File: config.mk
export PLATFORM = sky130hd
export DESIGN_NAME = region_handle_table_unit
export DESIGN_NICKNAME = d
export VERILOG_FILES = /design/src/rtl/core/rht_pkg.sv /design/src/rtl/core/region_handle_table_unit.sv
export SDC_FILE = /design/constraint.sdc
export NUM_CORES = 2
export LEC_CHECK = 0
export BUFFER_PORTS_ARGS = -buffer_cell sky130_fd_sc_hd__buf_2
export CAP_MARGIN = 20
export CORE_MARGIN = 10
export CORE_UTILIZATION = 63
export CTS_CLUSTER_SIZE = 14
export DETAILED_ROUTE_END_ITERATION = 16
export PLACE_DENSITY = 0.77
export SLEW_MARGIN = 40
export SYNTH_ARGS = -nofsm -noshare
export SYNTH_HDL_FRONTEND = slang
export SYNTH_SLANG_ARGS = --single-unit
File: constraint.sdc
create_clock -name clk_i -period 12.7 [get_ports clk_i]
set_clock_uncertainty 0.15 [all_clocks]
set_input_delay 0.635 -clock clk_i [delete_from_list [all_inputs] [get_ports clk_i]]
set_output_delay 0.635 -clock clk_i [all_outputs]
set_load 0.005 [all_outputs]
File: src/rtl/core/rht_pkg.sv
// Package for the region handle table: sizes, codes, sequencer states.
// No dependencies; imported by region_handle_table_unit.
`timescale 1ns / 1ps

package rht_pkg;

  localparam int unsigned ENTRIES     = 16;
  localparam int unsigned PAGE_BYTES  = 4096;
  localparam int unsigned BLOCK_BYTES = 2097152;
  localparam int unsigned IDX_W       = $clog2(ENTRIES);
  localparam int unsigned PAGE_BITS   = $clog2(PAGE_BYTES);
  localparam int unsigned BLOCK_BITS  = $clog2(BLOCK_BYTES);

  localparam int unsigned ADDR_W  = 48;
  localparam int unsigned HANDLE_W = 32;
  localparam int unsigned POL_W   = 5;
  localparam int unsigned FB_W    = 27;
  localparam int unsigned BC_W    = 28;
  localparam int unsigned CFG_IDX_W = 3;

  localparam logic [HANDLE_W-1:0] SCRAMBLE_CONST = 32'hFCFD_FEFF;

  localparam logic [ADDR_W-1:0]   RST_WINDOW_START = 48'h0000_4000_0000;
  localparam logic [HANDLE_W-1:0] RST_KEY          = 32'd1;
  localparam logic [HANDLE_W-1:0] RST_FIRST_HANDLE = 32'd100;

  typedef enum logic [1:0] {
    REQ_CREATE  = 2'd0,
    REQ_DESTROY = 2'd1,
    REQ_QUERY   = 2'd2,
    REQ_NONE    = 2'd3
  } req_e;

  typedef enum logic [3:0] {
    ST_OK         = 4'd0,
    ST_MISALIGNED = 4'd1,
    ST_WINDOW     = 4'd2,
    ST_ROOT       = 4'd3,
    ST_OVERLAP    = 4'd4,
    ST_FULL       = 4'd5,
    ST_EXHAUSTED  = 4'd6,
    ST_UNKNOWN    = 4'd7,
    ST_WRONG_POL  = 4'd8,
    ST_PERMANENT  = 4'd9
  } status_e;

  typedef enum logic [CFG_IDX_W-1:0] {
    CFG_WINDOW_START = 3'd0,
    CFG_WINDOW_END   = 3'd1,
    CFG_KEY          = 3'd2,
    CFG_FIRST_HANDLE = 3'd3,
    CFG_FORBID_ROOT  = 3'd4,
    CFG_ROOT_POLICY  = 3'd5,
    CFG_PERM_MASK    = 3'd6,
    CFG_UNUSED       = 3'd7
  } cfg_e;

  typedef enum logic [2:0] {
    S_IDLE,
    S_CHECK,
    S_SCAN,
    S_ALLOC,
    S_SPAN,
    S_COUNT,
    S_DONE
  } state_e;

  // Keyed handle scrambling; applying it twice gives the input back.
  function automatic logic [HANDLE_W-1:0] scramble(input logic [HANDLE_W-1:0] h,
                                                   input logic [HANDLE_W-1:0] key);
    return h ^ {key[7:0], key[31:8]} ^ SCRAMBLE_CONST;
  endfunction

endpackage

File: src/rtl/core/region_handle_table_unit.sv
// Region handle table: create, destroy and query over a small entry table.
// Depends on rht_pkg.
`timescale 1ns / 1ps
//
//  channel | direction | signals
//  --------+-----------+-------------------------------------------------
//  in      | sink      | in_valid_i/in_ready_o, req_type_i..handle_i
//  out     | source    | out_valid_o/out_ready_i, status_o..block_count_o
//  cfg     | sink      | cfg_we_i, cfg_idx_i, cfg_wdata_i (no handshake)
//
// A request steps through a check, a scan of up to ENTRIES entries, one or two
// handle tries for a create, the span and count states and a result state.
// The scan compares one entry per cycle against the request.
// Reset clears all valid bits at once; no clearing pass is needed.
// A result waits in the output register; the next request is taken meanwhile,
// but its result is not loaded until the previous one is transferred.

module region_handle_table_unit (
  input  logic                          clk_i,
  input  logic                          rst_ni,
  input  logic                          cfg_we_i,
  input  logic [rht_pkg::CFG_IDX_W-1:0] cfg_idx_i,
  input  logic [rht_pkg::ADDR_W-1:0]    cfg_wdata_i,
  input  logic                          in_valid_i,
  output logic                          in_ready_o,
  input  logic [1:0]                    req_type_i,
  input  logic [rht_pkg::ADDR_W-1:0]    address_i,
  input  logic [rht_pkg::ADDR_W-1:0]    length_i,
  input  logic [rht_pkg::POL_W-1:0]     policy_i,
  input  logic [rht_pkg::HANDLE_W-1:0]  handle_i,
  output logic                          out_valid_o,
  input  logic                          out_ready_i,
  output logic [3:0]                    status_o,
  output logic [rht_pkg::HANDLE_W-1:0]  new_handle_o,
  output logic                          matched_o,
  output logic [rht_pkg::POL_W-1:0]     found_policy_o,
  output logic [rht_pkg::FB_W-1:0]      first_block_o,
  output logic [rht_pkg::BC_W-1:0]      block_count_o
);
  import rht_pkg::*;

  // configuration
  logic [ADDR_W-1:0]   win_start_q, win_end_q;
  logic [HANDLE_W-1:0] key_q, first_q, perm_q, counter_q, counter_d;
  logic                forbid_q;
  logic [POL_W-1:0]    root_q;

  // entry table
  logic [ENTRIES-1:0]  valid_q;
  logic [ADDR_W-1:0]   ent_start_q [ENTRIES];
  logic [ADDR_W-1:0]   ent_size_q  [ENTRIES];
  logic [POL_W-1:0]    ent_pol_q   [ENTRIES];
  logic [HANDLE_W-1:0] ent_hdl_q   [ENTRIES];
  logic                ent_we, ent_clr;

  // request and sequencer
  state_e              state_q, state_d;
  req_e                req_q, req_d;
  logic [ADDR_W-1:0]   addr_q, addr_d, len_q, len_d;
  logic [POL_W-1:0]    pol_q, pol_d;
  logic [HANDLE_W-1:0] hraw_q, hraw_d, raw_q, raw_d;
  logic [IDX_W-1:0]    idx_q, idx_d, free_idx_q, free_idx_d;
  logic                free_found_q, free_found_d, tries_q, tries_d;
  logic [BC_W-1:0]     fb_q, fb_d, lb_q, lb_d;

  // staged result
  status_e             res_st_q, res_st_d;
  logic [HANDLE_W-1:0] res_hdl_q, res_hdl_d;
  logic                res_match_q, res_match_d;
  logic [POL_W-1:0]    res_pol_q, res_pol_d;
  logic [FB_W-1:0]     res_fb_q, res_fb_d;
  logic [BC_W-1:0]     res_bc_q, res_bc_d;
  logic                out_load;

  // scan datapath: one entry per cycle
  logic [ADDR_W:0]     req_end, ent_end, lb_diff;
  logic [ADDR_W-1:0]   fb_diff;
  logic [HANDLE_W-1:0] scr_next;
  logic                cur_valid, overlap, covers, hdl_hit, last_idx;

  assign req_end  = {1'b0, addr_q} + {1'b0, len_q};
  assign ent_end  = {1'b0, ent_start_q[idx_q]} + {1'b0, ent_size_q[idx_q]};
  assign cur_valid = valid_q[idx_q];
  assign overlap  = ({1'b0, addr_q} < ent_end) && ({1'b0, ent_start_q[idx_q]} < req_end);
  assign covers   = (addr_q >= ent_start_q[idx_q]) && ({1'b0, addr_q} < ent_end);
  assign hdl_hit  = (ent_hdl_q[idx_q] == hraw_q);
  assign last_idx = (idx_q == IDX_W'(ENTRIES - 1));
  assign scr_next = scramble(counter_q, key_q);
  assign fb_diff  = addr_q - win_start_q;
  assign lb_diff  = req_end - {{ADDR_W{1'b0}}, 1'b1} - {1'b0, win_start_q};

  assign in_ready_o = (state_q == S_IDLE);

  // next state and datapath control
  always_comb begin
    state_d      = state_q;
    req_d        = req_q;
    addr_d       = addr_q;
    len_d        = len_q;
    pol_d        = pol_q;
    hraw_d       = hraw_q;
    raw_d        = raw_q;
    idx_d        = idx_q;
    free_idx_d   = free_idx_q;
    free_found_d = free_found_q;
    tries_d      = tries_q;
    fb_d         = fb_q;
    lb_d         = lb_q;
    res_st_d     = res_st_q;
    res_hdl_d    = res_hdl_q;
    res_match_d  = res_match_q;
    res_pol_d    = res_pol_q;
    res_fb_d     = res_fb_q;
    res_bc_d     = res_bc_q;
    counter_d    = counter_q;
    ent_we       = 1'b0;
    ent_clr      = 1'b0;
    out_load     = 1'b0;
    case (state_q)
      S_IDLE: begin
        if (in_valid_i) begin
          req_d        = req_e'(req_type_i);
          addr_d       = address_i;
          len_d        = length_i;
          pol_d        = policy_i;
          hraw_d       = scramble(handle_i, key_q);
          idx_d        = '0;
          free_found_d = 1'b0;
          tries_d      = 1'b0;
          res_st_d     = ST_OK;
          res_hdl_d    = '0;
          res_match_d  = 1'b0;
          res_pol_d    = '0;
          res_fb_d     = '0;
          res_bc_d     = '0;
          state_d      = S_CHECK;
        end
      end
      S_CHECK: begin
        state_d = S_SCAN;
        if (req_q == REQ_CREATE) begin
          if (addr_q == '0 || addr_q[PAGE_BITS-1:0] != '0 ||
              len_q == '0 || len_q[PAGE_BITS-1:0] != '0) begin
            res_st_d = ST_MISALIGNED;
            state_d  = S_DONE;
          end else if (addr_q < win_start_q || req_end > {1'b0, win_end_q}) begin
            res_st_d = ST_WINDOW;
            state_d  = S_DONE;
          end else if (forbid_q && pol_q == root_q) begin
            res_st_d = ST_ROOT;
            state_d  = S_DONE;
          end
        end else if (req_q == REQ_NONE) begin
          state_d = S_DONE;
        end
      end
      S_SCAN: begin
        idx_d = idx_q + 1'b1;
        case (req_q)
          REQ_CREATE: begin
            if (cur_valid && overlap) begin
              res_st_d = ST_OVERLAP;
              state_d  = S_DONE;
            end else begin
              if (!cur_valid && !free_found_q) begin
                free_found_d = 1'b1;
                free_idx_d   = idx_q;
              end
              if (last_idx) begin
                if (free_found_q || !cur_valid) begin
                  state_d = S_ALLOC;
                end else begin
                  res_st_d = ST_FULL;
                  state_d  = S_DONE;
                end
              end
            end
          end
          REQ_DESTROY: begin
            if (cur_valid && hdl_hit) begin
              state_d = S_DONE;
              if (ent_pol_q[idx_q] != pol_q) begin
                res_st_d = ST_WRONG_POL;
              end else if (perm_q[pol_q]) begin
                res_st_d = ST_PERMANENT;
              end else begin
                ent_clr = 1'b1;
              end
            end else if (last_idx) begin
              res_st_d = ST_UNKNOWN;
              state_d  = S_DONE;
            end
          end
          REQ_QUERY: begin
            if (cur_valid && covers) begin
              res_match_d = 1'b1;
              res_pol_d   = ent_pol_q[idx_q];
              state_d     = S_DONE;
            end else if (last_idx) begin
              state_d = S_DONE;
            end
          end
          default: state_d = S_DONE;
        endcase
      end
      S_ALLOC: begin
        // take the counter value; skip one that scrambles to zero
        if (counter_q == first_q - 1'b1) begin
          res_st_d = ST_EXHAUSTED;
          state_d  = S_DONE;
        end else begin
          counter_d = counter_q + 1'b1;
          raw_d     = counter_q;
          if (scr_next != '0) begin
            res_hdl_d = scr_next;
            state_d   = S_SPAN;
          end else if (tries_q) begin
            res_st_d = ST_EXHAUSTED;
            state_d  = S_DONE;
          end else begin
            tries_d = 1'b1;
          end
        end
      end
      S_SPAN: begin
        ent_we   = 1'b1;
        fb_d     = BC_W'(fb_diff >> BLOCK_BITS);
        lb_d     = BC_W'(lb_diff >> BLOCK_BITS);
        res_fb_d = FB_W'(fb_diff >> BLOCK_BITS);
        state_d  = S_COUNT;
      end
      S_COUNT: begin
        res_bc_d = lb_q - fb_q + 1'b1;
        state_d  = S_DONE;
      end
      S_DONE: begin
        // hold until the output register is free
        if (!out_valid_o || out_ready_i) begin
          out_load = 1'b1;
          state_d  = S_IDLE;
        end
      end
      default: state_d = S_IDLE;
    endcase
    // a first_handle write also reloads the counter
    if (cfg_we_i && cfg_e'(cfg_idx_i) == CFG_FIRST_HANDLE) begin
      counter_d = cfg_wdata_i[HANDLE_W-1:0];
    end
  end

  // sequencer and control registers
  always_ff @(posedge clk_i or negedge rst_ni) begin
    if (!rst_ni) begin
      state_q      <= S_IDLE;
      req_q        <= REQ_NONE;
      idx_q        <= '0;
      free_found_q <= 1'b0;
      tries_q      <= 1'b0;
      out_valid_o  <= 1'b0;
      valid_q      <= '0;
      win_start_q  <= RST_WINDOW_START;
      win_end_q    <= '0;
      key_q        <= RST_KEY;
      first_q      <= RST_FIRST_HANDLE;
      counter_q    <= RST_FIRST_HANDLE;
      forbid_q     <= 1'b0;
      root_q       <= '0;
      perm_q       <= '0;
    end else begin
      state_q      <= state_d;
      req_q        <= req_d;
      idx_q        <= idx_d;
      free_found_q <= free_found_d;
      tries_q      <= tries_d;
      counter_q    <= counter_d;
      if (out_load) begin
        out_valid_o <= 1'b1;
      end else if (out_ready_i) begin
        out_valid_o <= 1'b0;
      end
      if (ent_we) begin
        valid_q[free_idx_q] <= 1'b1;
      end
      if (ent_clr) begin
        valid_q[idx_q] <= 1'b0;
      end
      if (cfg_we_i) begin
        case (cfg_e'(cfg_idx_i))
          CFG_WINDOW_START: win_start_q <= cfg_wdata_i;
          CFG_WINDOW_END:   win_end_q   <= cfg_wdata_i;
          CFG_KEY:          key_q       <= cfg_wdata_i[HANDLE_W-1:0];
          CFG_FIRST_HANDLE: first_q     <= cfg_wdata_i[HANDLE_W-1:0];
          CFG_FORBID_ROOT:  forbid_q    <= cfg_wdata_i[0];
          CFG_ROOT_POLICY:  root_q      <= cfg_wdata_i[POL_W-1:0];
          CFG_PERM_MASK:    perm_q      <= cfg_wdata_i[HANDLE_W-1:0];
          default: ;
        endcase
      end
    end
  end

  // payload registers and entry table
  always_ff @(posedge clk_i) begin
    addr_q      <= addr_d;
    len_q       <= len_d;
    pol_q       <= pol_d;
    hraw_q      <= hraw_d;
    raw_q       <= raw_d;
    free_idx_q  <= free_idx_d;
    fb_q        <= fb_d;
    lb_q        <= lb_d;
    res_st_q    <= res_st_d;
    res_hdl_q   <= res_hdl_d;
    res_match_q <= res_match_d;
    res_pol_q   <= res_pol_d;
    res_fb_q    <= res_fb_d;
    res_bc_q    <= res_bc_d;
    if (ent_we) begin
      ent_start_q[free_idx_q] <= addr_q;
      ent_size_q[free_idx_q]  <= len_q;
      ent_pol_q[free_idx_q]   <= pol_q;
      ent_hdl_q[free_idx_q]   <= raw_q;
    end
    if (out_load) begin
      status_o       <= res_st_q;
      new_handle_o   <= res_hdl_q;
      matched_o      <= res_match_q;
      found_policy_o <= res_pol_q;
      first_block_o  <= res_fb_q;
      block_count_o  <= res_bc_q;
    end
  end

  // failed requests carry no handle or span
  assert property (@(posedge clk_i) disable iff (!rst_ni)
    out_valid_o && status_o != ST_OK |-> new_handle_o == '0 && block_count_o == '0)
    else $error("failed request reports a handle or span");

  // a query hit is always a successful request without a handle
  assert property (@(posedge clk_i) disable iff (!rst_ni)
    out_valid_o && matched_o |-> status_o == ST_OK && new_handle_o == '0)
    else $error("query hit with bad status or handle");

  // allocation only starts with a free entry recorded
  assert property (@(posedge clk_i) disable iff (!rst_ni)
    state_q == S_ALLOC |-> free_found_q)
    else $error("allocation without a free entry");

  // a new result is only loaded into a free or draining output register
  assert property (@(posedge clk_i) disable iff (!rst_ni)
    out_load |-> !out_valid_o || out_ready_i)
    else $error("result overwritten before transfer");

endmodule

==> metrics.txt <==
HPWL after detailed placement 207 mm; YS warnings 0; number of remaining DRC errors 0; signed area change from the synthesized netlist to the final layout 13.8%; antenna-violating nets left 0; total CTS buffers 296; Tightest Pin Transition 0.957 ns; outcome completed; wire length per cell 32.6 microns; unrepaired setup endpoints after global routing false; largest area contributor in the netlist edfxtp_1; data required time of the critical path 13.38 ns; fill count 11497; clock tree from TritonCTS built; highest fanout seen on the critical path 47; fraction of layout cells with a size suffix above 1 0.208; Pwr per Cell Area 233 nW/um^2; worst path arrival time 10.30 ns; total die area 211000 sq um; setup violators final 0; cell area after synthesis 121000 sq um; leakage power total 48.7 nW; sum of negative setup slack 0 ns; final hold slack 0.0600 ns; cell with the most instances after synthesis edfxtp_1; post-cts resize count 0; Seq cells post-synth 2804; CTS Root Buffer Type clkbuf_16; most instantiated flip-flop cell in the synthesis netlist edfxtp_1; total global-route track usage 0.324; count of vias placed by the detailed router 71496; die width 459 microns; main area contributors after synthesis edfxtp_1, mux4_2, dfrtp_1, ha_1, xnor2_1; category of the worst setup path capture point register; clock transition at the registers of the reported paths 0.06 ns; share of flip-flops with an asynchronous set or reset after synthesis 0.0920; number of nets in the layout 8422; number of H-tree branching levels 5; floorplan core area 192000 sq um; Post-synth EDFFs 2546; number of vias per cell after detailed routing 6.79; residual overflow from global routing 0; DR pass1 iterations 8; area taken by flip-flops and latches 82900 sq um; class of the most critical setup path register to register; type of element launching the critical path register; violation count after the first detailed-routing iteration 10184; kind of path behind the tightest hold check input pin to register; sequential share of the synthesized area 0.683; cell types with the highest counts after synthesis edfxtp_1, mux4_2, ha_1; Die Span Y 459 microns; total number of clock tree sinks 2804; synthesized netlist cell count 7072; post-synth net total 7705; Post-Route WL 343 mm; top-level I/O count 290; PortBufs 289; final clock period utilization by the worst path 0.757; number of distinct library cells after synthesis 99; final critical delay including setup and external delays 9.62 ns; Multi-input gate area 36600 sq um; fraction of post-synthesis cell area in the top cell type by area 0.629; top achievable clock speed 104 MHz; effective utilization at floorplan 0.632; Max Buffers Root-to-Sink 4; first-pass GRT wire length 496 mm; final max-slew violation count 0; final-report hold violation count 0; Max-Cap Viols 0; average footprint of a synthesized cell 17.2 sq um; via count of the first global-routing pass 72032; weighted congestion reported at the end of routability-driven placement 0.971; largest vdd supply drop 220 uV; number of antenna violations at the first check in global routing 9; largest net degree at the start of global routing 106; Std-Cell Rows 161; worst slew slack as a fraction of its limit 0.355; insertion delay of the later-clocked pin in the worst-skew pair 0.96 ns
-- sequential cells by signal, summed over array words and instances, names as in the netlist, 48 cells and up --
register and cells:
addr_q 48, ent_hdl_q 512, ent_pol_q 80, ent_size_q 768
ent_start_q 768, len_q 48, win_end_q 48, win_start_q 48
-- worst paths after layout --
kind	end	cells past startpoint	start	slack (ns)
hold reg to reg	first_block_o[15]	0	res_fb_q[15]	0.25
min in group asynchronous	first_q[13]	3	rst_ni	0.12
setup reg to reg	state_q[2]	27	idx_q[2]	3.08
hold / removal	forbid_q	3	cfg_idx_i[1]	0.06
max in group asynchronous	win_start_q[30]	7	rst_ni	10.31
setup / recovery	state_q[2]	27	idx_q[2]	3.08
-- kinds of logic after synthesis --
logic type	Yosys count	share of synthesized area
adders and majority gates	442	0.0457
and+or+nand+nor	1140	0.0460
xor gates and xnor gates	344	0.0248
AOI/OAI and AO/OA	992	0.0525
muxes	796	0.130
DFF	2804	0.683
buffers and inverters	554	0.0185
-- per-layer routing --
| metal | part of all wire | global-route usage | vias up | routed length, microns |
|---|---|---|---|---|
| li1 | - | - | 29539 | - |
| met1 | 0.37 | 0.446 | 36299 | 126000 |
| met2 | 0.47 | 0.508 | 4759 | 161000 |
| met3 | 0.12 | 0.0719 | 893 | 39400 |
| met4 | 0.047 | 0.132 | 6 | 16000 |
| met5 | 0.00040 | 0 | - | 138 |
-- worst max-delay path, cell delays in order, from the launching register on --
cell       delay, ns
dfrtp_1         0.37
buf_4           0.26
inv_8           0.48
buf_4           0.76
buf_4           0.73
mux4_2          0.73
ha_1            0.42
a21oi_1         0.17
o21ai_0         0.10
a211oi_1        0.40
and2_1          0.20
nand4_1         0.12
a31oi_1         0.31
o21ai_0         0.30
a221oi_1        0.41
a21oi_1         0.14
xnor2_1         0.15
ha_1            0.32
nand4_1         0.14
nor3_1          0.53
o2111ai_1       0.20
a211oi_1        0.27
o21ai_1         0.27
o21bai_1        0.31
a31oi_2         0.10
o32ai_1         0.60
a2111oi_0       0.14
o221a_1         0.27
-- final cells by class --
type / count / share of cell area
repair buffers: 669 / 0.0392
inverters: 304 / 0.00840
clock buffers: 368 / 0.0568
flip-flops and latches: 2804 / 0.600
multi-input cells: 3714 / 0.264
clock inverters: 134 / 0.00860
well taps: 2526 / 0.0229
diodes: 3 / 0.0000543
-- report_power, final --
part / switching [mW] / internal (mW) / total (mW)
combinational: 7.08 / 4.99 / 12.1
sequential: 0.666 / 11.3 / 12.0
clock: 3.51 / 4.76 / 8.27
-- metrics by stage --
stage | worst slack [ns] | instance area (sq um) | cells | power (mW) | util
after floorplan | 1.56 | 121000 | 7072 | 20.2 | -
after global placement | 2.36 | 127000 | 9797 | 23.4 | 0.658
after detailed placement | 2.91 | 127000 | 9818 | 23.8 | 0.662
after CTS | 2.86 | 138000 | 10508 | 32.1 | 0.718
after global routing | 2.55 | 138000 | 10519 | 33.7 | 0.720
final | 3.08 | 138000 | 10522 | 32.3 | 0.720
-- layout by cell type (no fill, tap or decap), types with 179 or more instances in the layout --
master	instances
buf_2	290
nand2_1	388
o21ai_0	264
dfrtp_1	245
a21oi_1	226
mux4_2	615
nor2_1	205
ha_1	439
dlygate4sd3_1	187
xnor2_1	179
inv_1	300
clkbuf_16	299
edfxtp_1	2546
-- repair_timing --
action,in CTS,in global routing
endpoints found under the hold margin,429,0
setup endpoints to repair,0,0
setup buffers,0,0
hold buffers,188,0
No activity file was read; power rests on OpenSTA's default activity.
